<file path="config.mk">
export PLATFORM = sky130hd
export DESIGN_NAME = shift_register_led_bank
export DESIGN_NICKNAME = d
export VERILOG_FILES = /design/src/rtl/core/srlb_pkg.sv /design/src/rtl/core/shift_register_led_bank.sv /design/src/rtl/core/srlb_ctrl.sv /design/src/rtl/core/srlb_datapath.sv
export SDC_FILE = /design/constraint.sdc
export NUM_CORES = 1
export LEC_CHECK = 0
export BUFFER_PORTS_ARGS = -buffer_cell sky130_fd_sc_hd__buf_2
export CORE_UTILIZATION = 65
export CTS_BUF_LIST = sky130_fd_sc_hd__clkbuf_4 sky130_fd_sc_hd__clkbuf_8 sky130_fd_sc_hd__clkbuf_16
export CTS_CLUSTER_DIAMETER = 150
export DETAILED_ROUTE_END_ITERATION = 10
export PLACE_DENSITY = 0.84
export SLEW_MARGIN = 25
export SYNTH_ARGS = -nofsm -noshare
export SYNTH_HDL_FRONTEND = slang
export SYNTH_SLANG_ARGS = --single-unit
</file>
<file path="constraint.sdc">
create_clock -name clk -period 5.27 [get_ports clk]
set_input_delay 0.527 -clock clk [delete_from_list [all_inputs] [get_ports clk]]
set_output_delay 0.527 -clock clk [all_outputs]
set_load 0.02 [all_outputs]
</file>
<file path="src/rtl/core/srlb_pkg.sv">
`default_nettype none
// ----------------------------------------------------------------------------
// srlb_pkg: shared types and constants for the shift register LED bank
// Command codes, controller state, and the control/status bundles that
// pass between the controller and the datapath.
// ----------------------------------------------------------------------------
package srlb_pkg;

    localparam int CHIP_COUNT_W = 4;
    localparam int LED_W        = 6;
    localparam int BYTE_W       = 8;
    localparam int POS_W        = 3;
    localparam int BIT_W        = 3;

    localparam logic [CHIP_COUNT_W-1:0] CHIP_COUNT_RESET = 4'd8;
    localparam logic [BYTE_W-1:0]       BYTE_ALL_ON      = 8'hFF;
    localparam logic [BYTE_W-1:0]       BYTE_ALL_OFF     = 8'h00;

    typedef enum logic [2:0] {
        MODE_SET        = 3'd0,
        MODE_CLEAR      = 3'd1,
        MODE_ALL_ON     = 3'd2,
        MODE_ALL_OFF    = 3'd3,
        MODE_WALK_START = 3'd4,
        MODE_WALK_STEP  = 3'd5,
        MODE_WALK_STOP  = 3'd6,
        MODE_QUERY      = 3'd7
    } mode_t;

    typedef enum logic [1:0] {
        ST_IDLE  = 2'd0,
        ST_EMIT  = 2'd1,
        ST_QUERY = 2'd2
    } state_t;

    typedef struct packed {
        logic accept;
        logic emit_load;
        logic query_load;
    } cmd_t;

    typedef struct packed {
        logic walk_active;
        logic slot_free;
        logic cnt_last;
    } status_t;

endpackage
`default_nettype wire

</file>
<file path="src/rtl/core/shift_register_led_bank.sv">
`default_nettype none
// Start: after the command transfer the controller enters its emit or query state;
//   the first byte of a frame or a query answer loads once the output register is free.
// Output: a frame command emits one byte per chip in use (chip_count clamped to
//   1..MAX_CHIPS), a query one answer, and walk start, walk stop or an idle walk
//   step none; one stored byte is read per cycle while the output does not stall.
// Reset: LED bytes clear, walk stops at LED 0, chip_count returns to 8.
// ----------------------------------------------------------------------------
// shift_register_led_bank: LED bank for a chain of 8-bit shift registers
// Keeps one LED byte per chip and streams the chain frame after each
// change, chip 0 first, with the latch marked on the final byte; a query returns one LED's state.
// ----------------------------------------------------------------------------
module shift_register_led_bank #(
    parameter int MAX_CHIPS = 8
) (
    input  wire logic                              clk,
    input  wire logic                              rst_n,
    input  wire logic                              cfg_wr_en,
    input  wire logic [srlb_pkg::CHIP_COUNT_W-1:0] cfg_wr_data,
    input  wire logic                              in_valid,
    output logic                                   in_stall,
    input  wire logic [2:0]                        mode,
    input  wire logic [srlb_pkg::LED_W-1:0]        led_index,
    output logic                                   out_valid,
    input  wire logic                              out_stall,
    output logic [srlb_pkg::BYTE_W-1:0]            chip_byte,
    output logic [srlb_pkg::POS_W-1:0]             chip_position,
    output logic                                   led_on,
    output logic                                   last
);

    srlb_pkg::cmd_t    cmd;
    srlb_pkg::status_t status;

    srlb_ctrl u_ctrl (
        .clk      (clk),
        .rst_n    (rst_n),
        .in_valid (in_valid),
        .mode     (mode),
        .status   (status),
        .cmd      (cmd),
        .in_stall (in_stall)
    );

    srlb_datapath #(
        .MAX_CHIPS (MAX_CHIPS)
    ) u_datapath (
        .clk           (clk),
        .rst_n         (rst_n),
        .cmd           (cmd),
        .mode          (mode),
        .led_index     (led_index),
        .cfg_wr_en     (cfg_wr_en),
        .cfg_wr_data   (cfg_wr_data),
        .out_stall     (out_stall),
        .status        (status),
        .out_valid     (out_valid),
        .chip_byte     (chip_byte),
        .chip_position (chip_position),
        .led_on        (led_on),
        .last          (last)
    );

    a_load_into_free_slot: assert property (@(posedge clk) disable iff (!rst_n)
        (cmd.emit_load || cmd.query_load) |-> status.slot_free)
        else $error("output register loaded while a result still waits");

    a_accept_excludes_load: assert property (@(posedge clk) disable iff (!rst_n)
        cmd.accept |-> (!cmd.emit_load && !cmd.query_load))
        else $error("command transfer overlaps an output load");

    a_query_answer_shape: assert property (@(posedge clk) disable iff (!rst_n)
        (out_valid && led_on) |-> (last && (chip_byte == '0)))
        else $error("lit LED flag outside a query answer");

    a_no_load_when_idle: assert property (@(posedge clk) disable iff (!rst_n)
        !in_stall |-> (!cmd.emit_load && !cmd.query_load))
        else $error("output load while taking commands");

endmodule
`default_nettype wire

</file>
<file path="src/rtl/core/srlb_ctrl.sv">
`default_nettype none
// ----------------------------------------------------------------------------
// srlb_ctrl: command sequencer
// Takes one command at a time, then walks the frame bytes or the single
// query answer into the output register as slots free up.
// ----------------------------------------------------------------------------
module srlb_ctrl (
    input  wire logic             clk,
    input  wire logic             rst_n,
    input  wire logic             in_valid,
    input  wire logic [2:0]       mode,
    input  wire srlb_pkg::status_t status,
    output srlb_pkg::cmd_t        cmd,
    output logic                  in_stall
);

    srlb_pkg::state_t state_reg;
    srlb_pkg::state_t state_next;
    srlb_pkg::mode_t  mode_e;

    assign mode_e = srlb_pkg::mode_t'(mode);

    always_ff @(posedge clk or negedge rst_n)
    begin
        if (!rst_n)
        begin
            state_reg <= srlb_pkg::ST_IDLE;
        end
        else
        begin
            state_reg <= state_next;
        end
    end

    always_comb
    begin
        state_next = state_reg;
        unique case (state_reg)
            srlb_pkg::ST_IDLE:
            begin
                if (in_valid)
                begin
                    unique case (mode_e) inside
                        srlb_pkg::MODE_SET, srlb_pkg::MODE_CLEAR,
                        srlb_pkg::MODE_ALL_ON, srlb_pkg::MODE_ALL_OFF:
                            state_next = srlb_pkg::ST_EMIT;
                        srlb_pkg::MODE_WALK_STEP:
                            state_next = status.walk_active ? srlb_pkg::ST_EMIT
                                                            : srlb_pkg::ST_IDLE;
                        srlb_pkg::MODE_QUERY:
                            state_next = srlb_pkg::ST_QUERY;
                        default:
                            state_next = srlb_pkg::ST_IDLE;
                    endcase
                end
            end
            srlb_pkg::ST_EMIT:
            begin
                if (status.slot_free && status.cnt_last)
                begin
                    state_next = srlb_pkg::ST_IDLE;
                end
            end
            srlb_pkg::ST_QUERY:
            begin
                if (status.slot_free)
                begin
                    state_next = srlb_pkg::ST_IDLE;
                end
            end
            default:
                state_next = srlb_pkg::ST_IDLE;
        endcase
    end

    always_comb
    begin
        cmd.accept     = 1'b0;
        cmd.emit_load  = 1'b0;
        cmd.query_load = 1'b0;
        in_stall       = 1'b1;
        unique case (state_reg)
            srlb_pkg::ST_IDLE:
            begin
                in_stall   = 1'b0;
                cmd.accept = in_valid;
            end
            srlb_pkg::ST_EMIT:
                cmd.emit_load = status.slot_free;
            srlb_pkg::ST_QUERY:
                cmd.query_load = status.slot_free;
            default:
                in_stall = 1'b1;
        endcase
    end

endmodule
`default_nettype wire

</file>
<file path="src/rtl/core/srlb_datapath.sv">
`default_nettype none
// ----------------------------------------------------------------------------
// srlb_datapath: LED byte bank, walk state and output register
// Applies each command to the bank on the transfer edge, then reads one
// stored byte per load into the output register.
// ----------------------------------------------------------------------------
module srlb_datapath #(
    parameter int MAX_CHIPS = 8
) (
    input  wire logic                                 clk,
    input  wire logic                                 rst_n,
    input  wire srlb_pkg::cmd_t                       cmd,
    input  wire logic [2:0]                           mode,
    input  wire logic [srlb_pkg::LED_W-1:0]           led_index,
    input  wire logic                                 cfg_wr_en,
    input  wire logic [srlb_pkg::CHIP_COUNT_W-1:0]    cfg_wr_data,
    input  wire logic                                 out_stall,
    output srlb_pkg::status_t                         status,
    output logic                                      out_valid,
    output logic [srlb_pkg::BYTE_W-1:0]               chip_byte,
    output logic [srlb_pkg::POS_W-1:0]                chip_position,
    output logic                                      led_on,
    output logic                                      last
);

    localparam int CIDX_W = (MAX_CHIPS > 1) ? $clog2(MAX_CHIPS) : 1;
    localparam int CW     = srlb_pkg::CHIP_COUNT_W;
    localparam int BW     = srlb_pkg::BYTE_W;
    localparam int LW     = srlb_pkg::LED_W;
    localparam int TW     = srlb_pkg::BIT_W;

    logic [CW-1:0]     chip_count_reg;
    logic [BW-1:0]     bank_reg  [MAX_CHIPS];
    logic [BW-1:0]     bank_next [MAX_CHIPS];
    logic [LW-1:0]     walk_pos_reg;
    logic [LW-1:0]     walk_pos_next;
    logic              walk_active_reg;
    logic              walk_active_next;
    logic [CIDX_W-1:0] cnt_reg;
    logic [CIDX_W-1:0] q_chip_reg;
    logic [TW-1:0]     q_bit_reg;
    logic              q_hit_reg;
    logic              out_valid_reg;
    logic [BW-1:0]     out_byte_reg;
    logic [srlb_pkg::POS_W-1:0] out_pos_reg;
    logic              out_led_reg;
    logic              out_last_reg;

    srlb_pkg::mode_t   mode_e;
    logic [CW-1:0]     chips_n;
    logic [CIDX_W-1:0] cnt_max;
    logic              led_hit;
    logic [CW-1:0]     led_chip;
    logic              walk_hit;
    logic [CW-1:0]     walk_chip;
    logic [LW:0]       walk_inc;
    logic [CIDX_W-1:0] rd_addr;
    logic [BW-1:0]     rd_byte;
    logic              slot_free;

    assign mode_e = srlb_pkg::mode_t'(mode);

    // Clamp the chip count into 1..MAX_CHIPS
    always_comb
    begin
        if (chip_count_reg == '0)
        begin
            chips_n = CW'(1);
        end
        else if (chip_count_reg > CW'(MAX_CHIPS))
        begin
            chips_n = CW'(MAX_CHIPS);
        end
        else
        begin
            chips_n = chip_count_reg;
        end
    end

    assign cnt_max   = CIDX_W'(chips_n - CW'(1));
    assign led_hit   = ({1'b0, led_index[LW-1:TW]} < chips_n);
    assign led_chip  = chips_n - CW'(1) - {1'b0, led_index[LW-1:TW]};
    assign walk_hit  = ({1'b0, walk_pos_reg[LW-1:TW]} < chips_n);
    assign walk_chip = chips_n - CW'(1) - {1'b0, walk_pos_reg[LW-1:TW]};
    assign walk_inc  = {1'b0, walk_pos_reg} + (LW+1)'(1);

    // Bank update, applied on the command transfer edge
    always_comb
    begin
        for (int i = 0; i < MAX_CHIPS; i++)
        begin
            bank_next[i] = bank_reg[i];
            if (cmd.accept)
            begin
                case (mode_e)
                    srlb_pkg::MODE_SET:
                        if (led_hit && (CW'(i) == led_chip))
                        begin
                            bank_next[i] = bank_reg[i] | (BW'(1) << led_index[TW-1:0]);
                        end
                    srlb_pkg::MODE_CLEAR:
                        if (led_hit && (CW'(i) == led_chip))
                        begin
                            bank_next[i] = bank_reg[i] & ~(BW'(1) << led_index[TW-1:0]);
                        end
                    srlb_pkg::MODE_ALL_ON:
                        if (CW'(i) < chips_n)
                        begin
                            bank_next[i] = srlb_pkg::BYTE_ALL_ON;
                        end
                    srlb_pkg::MODE_ALL_OFF:
                        if (CW'(i) < chips_n)
                        begin
                            bank_next[i] = srlb_pkg::BYTE_ALL_OFF;
                        end
                    srlb_pkg::MODE_WALK_STEP:
                        if (walk_active_reg && (CW'(i) < chips_n))
                        begin
                            if (walk_hit && (CW'(i) == walk_chip))
                            begin
                                bank_next[i] = BW'(1) << walk_pos_reg[TW-1:0];
                            end
                            else
                            begin
                                bank_next[i] = srlb_pkg::BYTE_ALL_OFF;
                            end
                        end
                    default:
                        bank_next[i] = bank_reg[i];
                endcase
            end
        end
    end

    // Walk state
    always_comb
    begin
        walk_pos_next    = walk_pos_reg;
        walk_active_next = walk_active_reg;
        if (cmd.accept)
        begin
            case (mode_e)
                srlb_pkg::MODE_WALK_START:
                begin
                    walk_pos_next    = '0;
                    walk_active_next = 1'b1;
                end
                srlb_pkg::MODE_WALK_STEP:
                    if (walk_active_reg)
                    begin
                        // stop and rewind once the walk runs off the last LED
                        if (walk_inc >= {chips_n, 3'b000})
                        begin
                            walk_pos_next    = '0;
                            walk_active_next = 1'b0;
                        end
                        else
                        begin
                            walk_pos_next = walk_inc[LW-1:0];
                        end
                    end
                srlb_pkg::MODE_WALK_STOP:
                    walk_active_next = 1'b0;
                default:
                    walk_active_next = walk_active_reg;
            endcase
        end
    end

    always_ff @(posedge clk or negedge rst_n)
    begin
        if (!rst_n)
        begin
            chip_count_reg  <= srlb_pkg::CHIP_COUNT_RESET;
            walk_pos_reg    <= '0;
            walk_active_reg <= 1'b0;
            for (int i = 0; i < MAX_CHIPS; i++)
            begin
                bank_reg[i] <= '0;
            end
        end
        else
        begin
            if (cfg_wr_en)
            begin
                chip_count_reg <= cfg_wr_data;
            end
            walk_pos_reg    <= walk_pos_next;
            walk_active_reg <= walk_active_next;
            for (int i = 0; i < MAX_CHIPS; i++)
            begin
                bank_reg[i] <= bank_next[i];
            end
        end
    end

    // Frame counter and latched query target
    always_ff @(posedge clk or negedge rst_n)
    begin
        if (!rst_n)
        begin
            cnt_reg    <= '0;
            q_chip_reg <= '0;
            q_bit_reg  <= '0;
            q_hit_reg  <= 1'b0;
        end
        else
        begin
            if (cmd.accept)
            begin
                cnt_reg    <= '0;
                q_hit_reg  <= led_hit;
                q_bit_reg  <= led_index[TW-1:0];
                q_chip_reg <= led_hit ? CIDX_W'(led_chip) : '0;
            end
            else if (cmd.emit_load)
            begin
                cnt_reg <= (cnt_reg == cnt_max) ? '0 : cnt_reg + CIDX_W'(1);
            end
        end
    end

    assign rd_addr   = cmd.query_load ? q_chip_reg : cnt_reg;
    assign rd_byte   = bank_reg[rd_addr];
    assign slot_free = !out_valid_reg || !out_stall;

    // Output register: hold while stalled, load when the slot frees
    always_ff @(posedge clk or negedge rst_n)
    begin
        if (!rst_n)
        begin
            out_valid_reg <= 1'b0;
        end
        else if (cmd.emit_load || cmd.query_load)
        begin
            out_valid_reg <= 1'b1;
        end
        else if (!out_stall)
        begin
            out_valid_reg <= 1'b0;
        end
    end

    always_ff @(posedge clk)
    begin
        if (cmd.emit_load)
        begin
            out_byte_reg <= rd_byte;
            out_pos_reg  <= srlb_pkg::POS_W'(cnt_reg);
            out_led_reg  <= 1'b0;
            out_last_reg <= (cnt_reg == cnt_max);
        end
        else if (cmd.query_load)
        begin
            out_byte_reg <= '0;
            out_pos_reg  <= srlb_pkg::POS_W'(q_chip_reg);
            out_led_reg  <= q_hit_reg & rd_byte[q_bit_reg];
            out_last_reg <= 1'b1;
        end
    end

    assign status.walk_active = walk_active_reg;
    assign status.slot_free   = slot_free;
    assign status.cnt_last    = (cnt_reg == cnt_max);

    assign out_valid     = out_valid_reg;
    assign chip_byte     = out_byte_reg;
    assign chip_position = out_pos_reg;
    assign led_on        = out_led_reg;
    assign last          = out_last_reg;

endmodule
`default_nettype wire

</file>
Yosys cells after proc, flatten, opt, wreduce, memory -nomap -nowiden
Cells that the tools add are included.
{ "word_totals": {"out_inout_bits": 15, "in_bits": 18, "ff_bits": 101, "wordCells": 273} }
{ "classes": {"shift": 2, "bitwise": 19, "reduce_logical": 51, "order_cmp": 14, "n_eq_ne": 69, "muxes": 92, "addsub": 5} }
{ "op_table": {"columns": ["op", "count"], "rows": [
  ["2-to-1 mux 8 bit", 52],
  ["case mux 8 bit (5 select lines)", 8],
  ["inequality test 2 x 1 -> 1 bit (second input constant)", 44],
  ["bitwise AND 8 bit", 8],
  ["bitwise OR 8 bit", 8],
  ["AND reduction 7 bit", 8],
  ["== test 3 x 4 -> 1 bit (first input constant)", 8],
  ["logical AND 1 bit", 25],
  ["binary-select mux 8 bit (select 3 bit)", 1],
  ["2-to-1 mux 3 bit", 7],
  ["== test 2 x 4 -> 1 bit (first input constant)", 4],
  ["less-than comparator 3 x 4 -> 1 bit (first input constant)", 4],
  ["<< shifter 1 x 3 -> 8 bit (first input constant)", 2],
  ["== test 3 bit (second input constant)", 4],
  ["zero test 4 bit", 3],
  ["2-to-1 mux 1 bit", 12],
  ["2-to-1 mux 6 bit", 2],
  ["case mux 2 bit (3 select lines)", 2],
  ["case mux 6 bit (2 select lines)", 1],
  ["== test 1 x 4 -> 1 bit (first input constant)", 2],
  ["less-than comparator 1 x 4 -> 1 bit (first input constant)", 2],
  ["less-than comparator 2 x 4 -> 1 bit (first input constant)", 2],
  ["less-than comparator 3 x 4 -> 1 bit", 2],
  ["2-to-1 mux 4 bit", 2],
  ["other kinds (30)", 39]
]} }

Logic depth before layout (Yosys ltp)
Gate-level depths: netlist (run 1).
{ "logic_depth": {"ltp_word": 11, "mapped_depth": 16, "ltp_nobuf": 15} }

Hierarchy
Synthesis (run 1) repeated with hierarchy kept, for this count alone.
{ "unflattened": {"cells_unflattened": 822, "area_unflattened_um2": 6742.7} }
{ "modules_own_cells": {"columns": ["module", "instances", "seq_area_each_um2", "cells_each", "area_per_inst_um2"], "rows": [
  ["srlb_datapath", 1, 2533.7, 807, 6607.6],
  ["srlb_ctrl", 1, 50.0, 15, 135.1]
]} }

Least setup slack after synthesis (run 1)
No wires, ideal clock.
{ "synth_timing": {"kind": "reg-to-reg", "startpoint": "reg u_datapath.chip_count_reg[1]", "endpoint": "reg u_datapath.bank_reg[8] (netlist name)", "path_buffers": 0, "slack_ns": 1.911, "arrival_ns": 3.276, "path_stages_with_launch": 15, "setup_time_ns": 0.083, "t_required_ns": 5.187, "period_less_slack_ns": 3.359, "cell_sequence": "dfrtp_1 -> nor2_1 -> nor2_1 -> nor2_1 -> inv_1 -> ha_1 -> xor2_1 -> ha_1 -> xor2_1 -> o22ai_1 -> nor2b_1 -> nand2_1 -> a221oi_1 -> a21oi_1 -> o21ai_0"} }
{ "synth_between": {"elab_chain_cells": 10, "elab_cells_between_ends": 24, "classes_between": "add/sub: 3; order compare: 4; eq/ne: 7; mux: 5; reduce/logical: 5"} }
{ "synth_lines": {"columns": ["element", "line", "source"], "rows": [
  ["start, declared", "srlb_datapath.sv:32", "logic [CW-1:0] chip_count_reg;"],
  ["start signal, assigned", "srlb_datapath.sv:174", "chip_count_reg <= srlb_pkg::CHIP_COUNT_RESET;"],
  ["start signal, assigned", "srlb_datapath.sv:186", "chip_count_reg <= cfg_wr_data;"],
  ["> comparator 4 bit", "srlb_datapath.sv:70", "else if (chip_count_reg > CW'(MAX_CHIPS))"],
  ["2-to-1 mux 4 bit", "srlb_datapath.sv:70", null],
  ["2-to-1 mux 4 bit (*)", "srlb_datapath.sv:66", "if (chip_count_reg == '0)"],
  ["subtractor 4 x 1 -> 4 bit", null, null],
  ["subtractor 4 x 3 -> 4 bit", "srlb_datapath.sv:84", "assign walk_chip = chips_n - CW'(1) - {1'b0, walk_pos_reg[LW-1:TW]};"],
  ["== test 3 x 4 -> 1 bit", "srlb_datapath.sv:119", "if (walk_hit && (CW'(i) == walk_chip))"],
  ["logical AND 1 bit", "srlb_datapath.sv:119", null],
  ["2-to-1 mux 8 bit", "srlb_datapath.sv:119", null],
  ["2-to-1 mux 8 bit", "srlb_datapath.sv:117", "if (walk_active_reg && (CW'(i) < chips_n))"],
  ["case mux 8 bit (5 select lines)", "srlb_datapath.sv:95", "case (mode_e)"],
  ["end signal, assigned by index", "srlb_datapath.sv:192", "bank_reg[i] <= bank_next[i];"],
  ["end, declared", "srlb_datapath.sv:33", "logic [BW-1:0] bank_reg [MAX_CHIPS];"]
]} }
Mark *: on every way between the ends. The rest lies on a longest branch, timed or not. The select of a mux whose other input is x is not followed.
A chain may end at the register's enable or synchronous reset.

Final worst setup path (run 1)
{ "layout_timing": {"startpoint": "reg u_datapath.chip_count_reg[1]", "endpoint": "reg u_datapath.bank_reg[21] (netlist name)"} }
The elaborated chain is that of the path after synthesis.

==> metrics.txt, run 1 <==
post-synthesis sequential area ratio=0.395; Clock Path Buffers=2; hpwl dp=13600 um; worst hold-check path type=input port to asynchronous set/reset pin; DP Area=6750 um2; Rows=36; fin crit share=0.783; status=complete, no violations; Antenna diodes=0; Worst VDD drop=201 uV; grt ovf=0; Antenna Violating Nets Remaining=0; WP data arrival=4.45 ns; Mapped Nets=803; Final Util=0.711; critical path required time=5.59 ns; I/O pin count=33; post-route minimum period=4.13 ns; WL final=20400 um; Avg Inst Size Synth=8.64 um2; Ys Warns=0; layout overhead on the synthesized area=6.18%; number of synthesized flops with an enable pin=12; Crit Path Class=flip-flop to flip-flop; clock skew=0.0112 ns; Post-CTS Resized=0; Leakage=2.79 nW; crit path max fanout=9; GRT met3 Usage=0.116; Design Area, Final=6950 um2; placed cells=888; Final Hold Vio Count=0; setup violators final=0; effective utilization at floorplan=0.669; global-route wire length before repair=31800 um; htree depth=3; Yosys reg bits=101; Slew HR=0.230; setup TNS after final layout=0 ns; Synth area leader=dfrtp_1; max reg flops=64; PortBufs=32; synth cell count leaders=144 x o21ai_0, 140 x a21oi_1, 87 x dfrtp_1, 52 x nand2_1, 32 x and3_1; layout cell share with drive strength beyond 1=0.117; hold buffer count at CTS=0; via/cell ratio=7.16; clock-pin slew on the worst setup and hold paths=0.11 ns; Post-route DRC=0; Skew-Pair Late Insertion Delay=0.39 ns; Clock Root Buffer=clkbuf_8; Core Box Area=9770 um2; vias in the first global route=6068; post-synth top area share=0.333; CTS tree=yes; gr busiest metal=met2; Setup Buffers After CTS=0; Die Ht=102 um; worst-margin pin slew=1.15 ns; wire length per cell=22.6 um; Die Width=102 um; number of antenna violations at the first check in global routing=0; Cell Area, Synth=6540 um2; max-slew violations=0; largest net degree at the start of global routing=65; most frequent cell after synthesis=o21ai_0; Num Clock Sinks=101; Distinct cells, synth=69; Critical Path Start Type=flip-flop; fin nets=813; DR pass1 iterations=9; Critical Path End Type=flip-flop; P per Cell Area=406 nW/um2; Main synth FF type=dfrtp_1; Finished Layout Cells=905; Tot GR Track Use=0.410; fillers=767; Max Cap Violations=0; GPL Wtd Cong=0.951; fmax=242 MHz; Async S/R FF share, synth=0.871; RSZ-0062 raised after global routing=false; global routing usage on met1=0.523; cell count after synthesis=757; Inserted Clock Buffers=9; Die Area=10500 um2; synth top area cells=dfrtp_1 33%, o21ai_0 11%, a21oi_1 11%; Via Count=6479; met2 usage=0.615; Iter 0 DRT Violations=866
area by class of cell:
class,count,area [um2],area share
repair buffers,39,213,0.0306
clock inverters,7,56.3,0.00810
multi-input cells,590,3710,0.534
flip-flops and latches,101,2580,0.372
well taps,133,166,0.0240
inverters,26,97.6,0.0140
clock buffers,9,124,0.0178
cells by family after synthesis:
| logic type | Yosys count | synth area share |
|---|---|---|
| mux | 22 | 0.0409 |
| fa+ha+maj | 28 | 0.0558 |
| simple gates | 180 | 0.148 |
| compound gates | 352 | 0.306 |
| buf+inv | 66 | 0.0436 |
| flops | 101 | 0.395 |
| xor+xnor | 8 | 0.0107 |
report_power, final:
part | switching [mW] | total (mW) | internal, mW
clock network | 0.307 | 0.486 | 0.179
logic | 0.802 | 1.22 | 0.417
registers | 0.139 | 1.12 | 0.978
critical path: stages (launching register included):
cell,delay [ns]
dfrtp_1,0.42
nor2_1,0.11
nor2_1,0.04
nor2_1,0.57
inv_1,0.10
ha_1,0.26
xor2_1,0.32
ha_1,0.30
nand2b_1,0.18
mux2_2,0.31
nand2b_1,0.17
nor2_1,0.88
a21oi_1,0.22
o21ai_0,0.19
metal layers:
metal  vias to the layer above  share of wire
met2                       500           0.45
met5                         -              0
met4                         0          0.054
li1                       2840              -
met3                       118           0.13
met1                      3021           0.37
worst paths after layout:
kind / cells after the start / slack [ns] / end / from
setup / recovery: 13 / 1.14 / u_datapath.bank_reg[21] / u_datapath.chip_count_reg[1]
hold / removal: 1 / 0.05 / u_datapath.cnt_reg[1] / rst_n
setup reg to reg: 13 / 1.14 / u_datapath.bank_reg[21] / u_datapath.chip_count_reg[1]
hold reg to reg: 2 / 0.49 / u_datapath.led_on / u_datapath.led_on
max in group asynchronous: 2 / 4.06 / u_datapath.bank_reg[6] / rst_n
min in group clk: 3 / 0.35 / u_datapath.chip_count_reg[3] / cfg_wr_data[3]
placed cells by master, fill, tap and decap left out, types with 3 or more instances in the layout:
master,instances
and3_1,32
nor2b_1,11
mux2i_1,11
xnor2_1,5
mux4_2,3
a21o_1,3
inv_1,26
clkbuf_8,9
o21ai_1,3
dfrtp_1,87
a31oi_1,4
xor2_1,3
or4_1,6
inv_6,3
edfxtp_1,12
nand2b_1,5
nor2_1,27
a2111oi_0,24
nand2_1,51
and2_1,5
buf_2,32
o21ai_0,144
mux2_2,8
ha_1,26
a32o_1,3
o22ai_1,3
o31ai_1,4
nor3_1,5
buf_4,7
nand3b_1,3
nand3_1,11
a21oi_1,140
stage by stage:
step | hold WS [ns] | power [mW] | setup slack, ns
after floorplan | 0.231 | 1.95 | 1.91
after global placement | 0.442 | 2.24 | 1.59
after detailed placement | 0.464 | 2.29 | 1.33
after CTS | 0.0498 | 2.77 | 1.30
after global routing | 0.0601 | 2.98 | 0.924
final | 0.0488 | 2.82 | 1.14
No activity file was read; power rests on OpenSTA's default activity.
==> run 2, diff against run 1 <==
ABC_AREA = 1   (was not set)
CORE_UTILIZATION = 57   (was 65)
PLACE_DENSITY = 0.78   (was 0.84)
clock period = 3.41 ns   (was 5.27 ns; I/O delays follow)
==> metrics.txt, run 2 <==
Antenna diodes=0; Via Count=7032; Antenna Violating Nets Remaining=0; Final Hold Vio Count=0; layout cell share with drive strength beyond 1=0.123; via/cell ratio=6.26; effective utilization at floorplan=0.582; global-route wire length before repair=32700 um; wire length per cell=18.6 um; worst hold slack=0.186 ns; placed cells=1104; most frequent cell after synthesis=nand2_1; Post-route DRC=0; largest net degree at the start of global routing=48; Inserted Clock Buffers=9; clock-pin slew on the worst setup and hold paths=0.07 ns; Skew-Pair Late Insertion Delay=0.36 ns; vias in the first global route=6188; Die Width=113 um; flop2flop setup slack=0.14 ns; Rows=40; Critical Path Start Type=flip-flop; number of antenna violations at the first check in global routing=0; Crit Path Class=flip-flop to flip-flop; Worst Slack Setup Final=0.143 ns; Iter 0 DRT Violations=1028; P per Cell Area=800 nW/um2; Critical Path End Type=flip-flop; synth top area cells=dfrtp_1 31%, nand2_1 8.5%, inv_1 7.3%; most frequent cells in the layout=153 x nand2_1, 133 x inv_1, 96 x nand3_1, 87 x dfrtp_1, 70 x nor2_1; grt ovf=0; worst hold-check path type=input port to flip-flop; Mapped Nets=980; CTS tree=yes; setup violators final=0; Async S/R FF share, synth=0.871; GPL Wtd Cong=0.926; Distinct cells, synth=47; Clock Path Buffers=2; critical path required time=3.65 ns; htree depth=3; fmax=306 MHz; Design Area, Final=7680 um2; Avg Inst Size Synth=7.46 um2; hpwl dp=14700 um; Synth area leader=dfrtp_1; Slew HR=0.541; number of synthesized flops with an enable pin=12; post-route minimum period=3.27 ns; DP Area=7290 um2; WL final=20900 um; DR pass1 iterations=6; cell count after synthesis=934; synth cell count leaders=157 x nand2_1, 136 x inv_1, 97 x nand3_1, 87 x dfrtp_1, 72 x nor2_1; PortBufs=32; fin crit share=0.958; worst-margin pin slew=0.687 ns; max reg flops=64; Leakage=3.50 nW; dpl ws=0.125 ns; Core Box Area=12000 um2; Tot GR Track Use=0.336; max-slew violations=0; Worst VDD drop=315 uV; Ys Warns=0; Max Cap Violations=0; fin nets=1018; I/O pin count=33; Die Ht=113 um; clock skew=0.00808 ns; WP data arrival=3.51 ns; post-synth top area share=0.313; Finished Layout Cells=1124; Main synth FF type=dfrtp_1; RSZ-0062 raised after global routing=false; status=complete, no violations; post-synthesis sequential area ratio=0.371; commonest non-fill, non-tap cell in the layout=nand2_1; layout overhead on the synthesized area=10.2%; Yosys reg bits=101; crit path max fanout=9; Clock Root Buffer=clkbuf_16; Cell Area, Synth=6970 um2; Num Clock Sinks=101; Die Area=12700 um2; setup TNS after final layout=0 ns
[run 2: cell count changes after synthesis, sizes merged, moves of 51 or more]
cell	before	now
o21ai	150	74
a21oi	141	46
nor2	27	78
nand2	55	162
nand3	14	100
inv	26	143
[run 2: final cells by class]
type	instances	area (um2)
Fill cell	1037	4280
Multi-Input combinational cell	662	3750
Sequential cell	101	2580
Inverter	143	541
Timing Repair Buffer	55	350
Clock buffer	11	240
Tap cell	147	184
Clock inverter	5	26.3
[run 2: metrics by stage]
stage | utilization | power [mW]
6_report | 0.642 | 6.14
5_1_grt | 0.642 | 6.53
4_1_cts | 0.633 | 5.98
3_5_place_dp | 0.610 | 4.99
3_3_place_gp | 0.610 | 4.93
2_1_floorplan | - | 4.21
[run 2: critical path, cell delays in order, from the launching register on]
cell and delay [ns]:
dfrtp_1 0.45, nor2_2 0.15, nand2_1 0.08, a21oi_2 0.17, inv_2 0.09, ha_1 0.23, inv_1 0.09, nand2_1 0.06
nand2_1 0.15, inv_1 0.10, ha_1 0.34, a21oi_1 0.19, o21ai_1 0.11, and2_4 0.16, nand3_1 0.07, nand2_1 0.06
nand2_2 0.21, clkinvlp_4 0.25, nand2_1 0.11, a21oi_1 0.07
[run 2: final timing paths]
path | cells after the start | start | to
setup reg to reg | 19 | u_datapath.chip_count_reg[2] | u_datapath.bank_reg[34]
max in group asynchronous | 3 | rst_n | u_datapath.chip_count_reg[3]
hold / removal | 3 | cfg_wr_data[2] | u_datapath.chip_count_reg[2]
setup / recovery | 19 | u_datapath.chip_count_reg[2] | u_datapath.bank_reg[34]
min in group asynchronous | 2 | rst_n | u_datapath.bank_reg[16]
hold reg to reg | 2 | u_datapath.led_on | u_datapath.led_on
[run 2: layer usage]
metal,up-vias,global-route usage,share of wire
met5,-,0,0
met4,0,0.135,0.030
met3,47,0.0599,0.12
met2,433,0.503,0.44
met1,3264,0.480,0.42
li1,3288,-,-
[run 2: logic make-up after synthesis]
kind of cell / count (synthesis) / synth area share
AO/OA/AOI/OAI: 217 / 0.196
XOR/XNOR: 8 / 0.0101
adder cells (fa/ha/maj): 28 / 0.0524
buffers and inverters: 172 / 0.103
flip-flops: 101 / 0.371
AND/OR/NAND/NOR: 408 / 0.268
[run 2: where the power goes]
part	total [mW]	leakage (nW)	switching [mW]	internal (mW)
sequential	2.26	1.15	0.441	1.82
combinational	2.89	2.22	1.93	0.961
clock	0.993	0.136	0.485	0.508
[run 2: repair_timing]
item,CTS,global route
gates resized for setup,0,22
hold endpoints to repair,4,0
hold buffers,1,0
setup endpoints to repair,0,64
buffers inserted,0,2
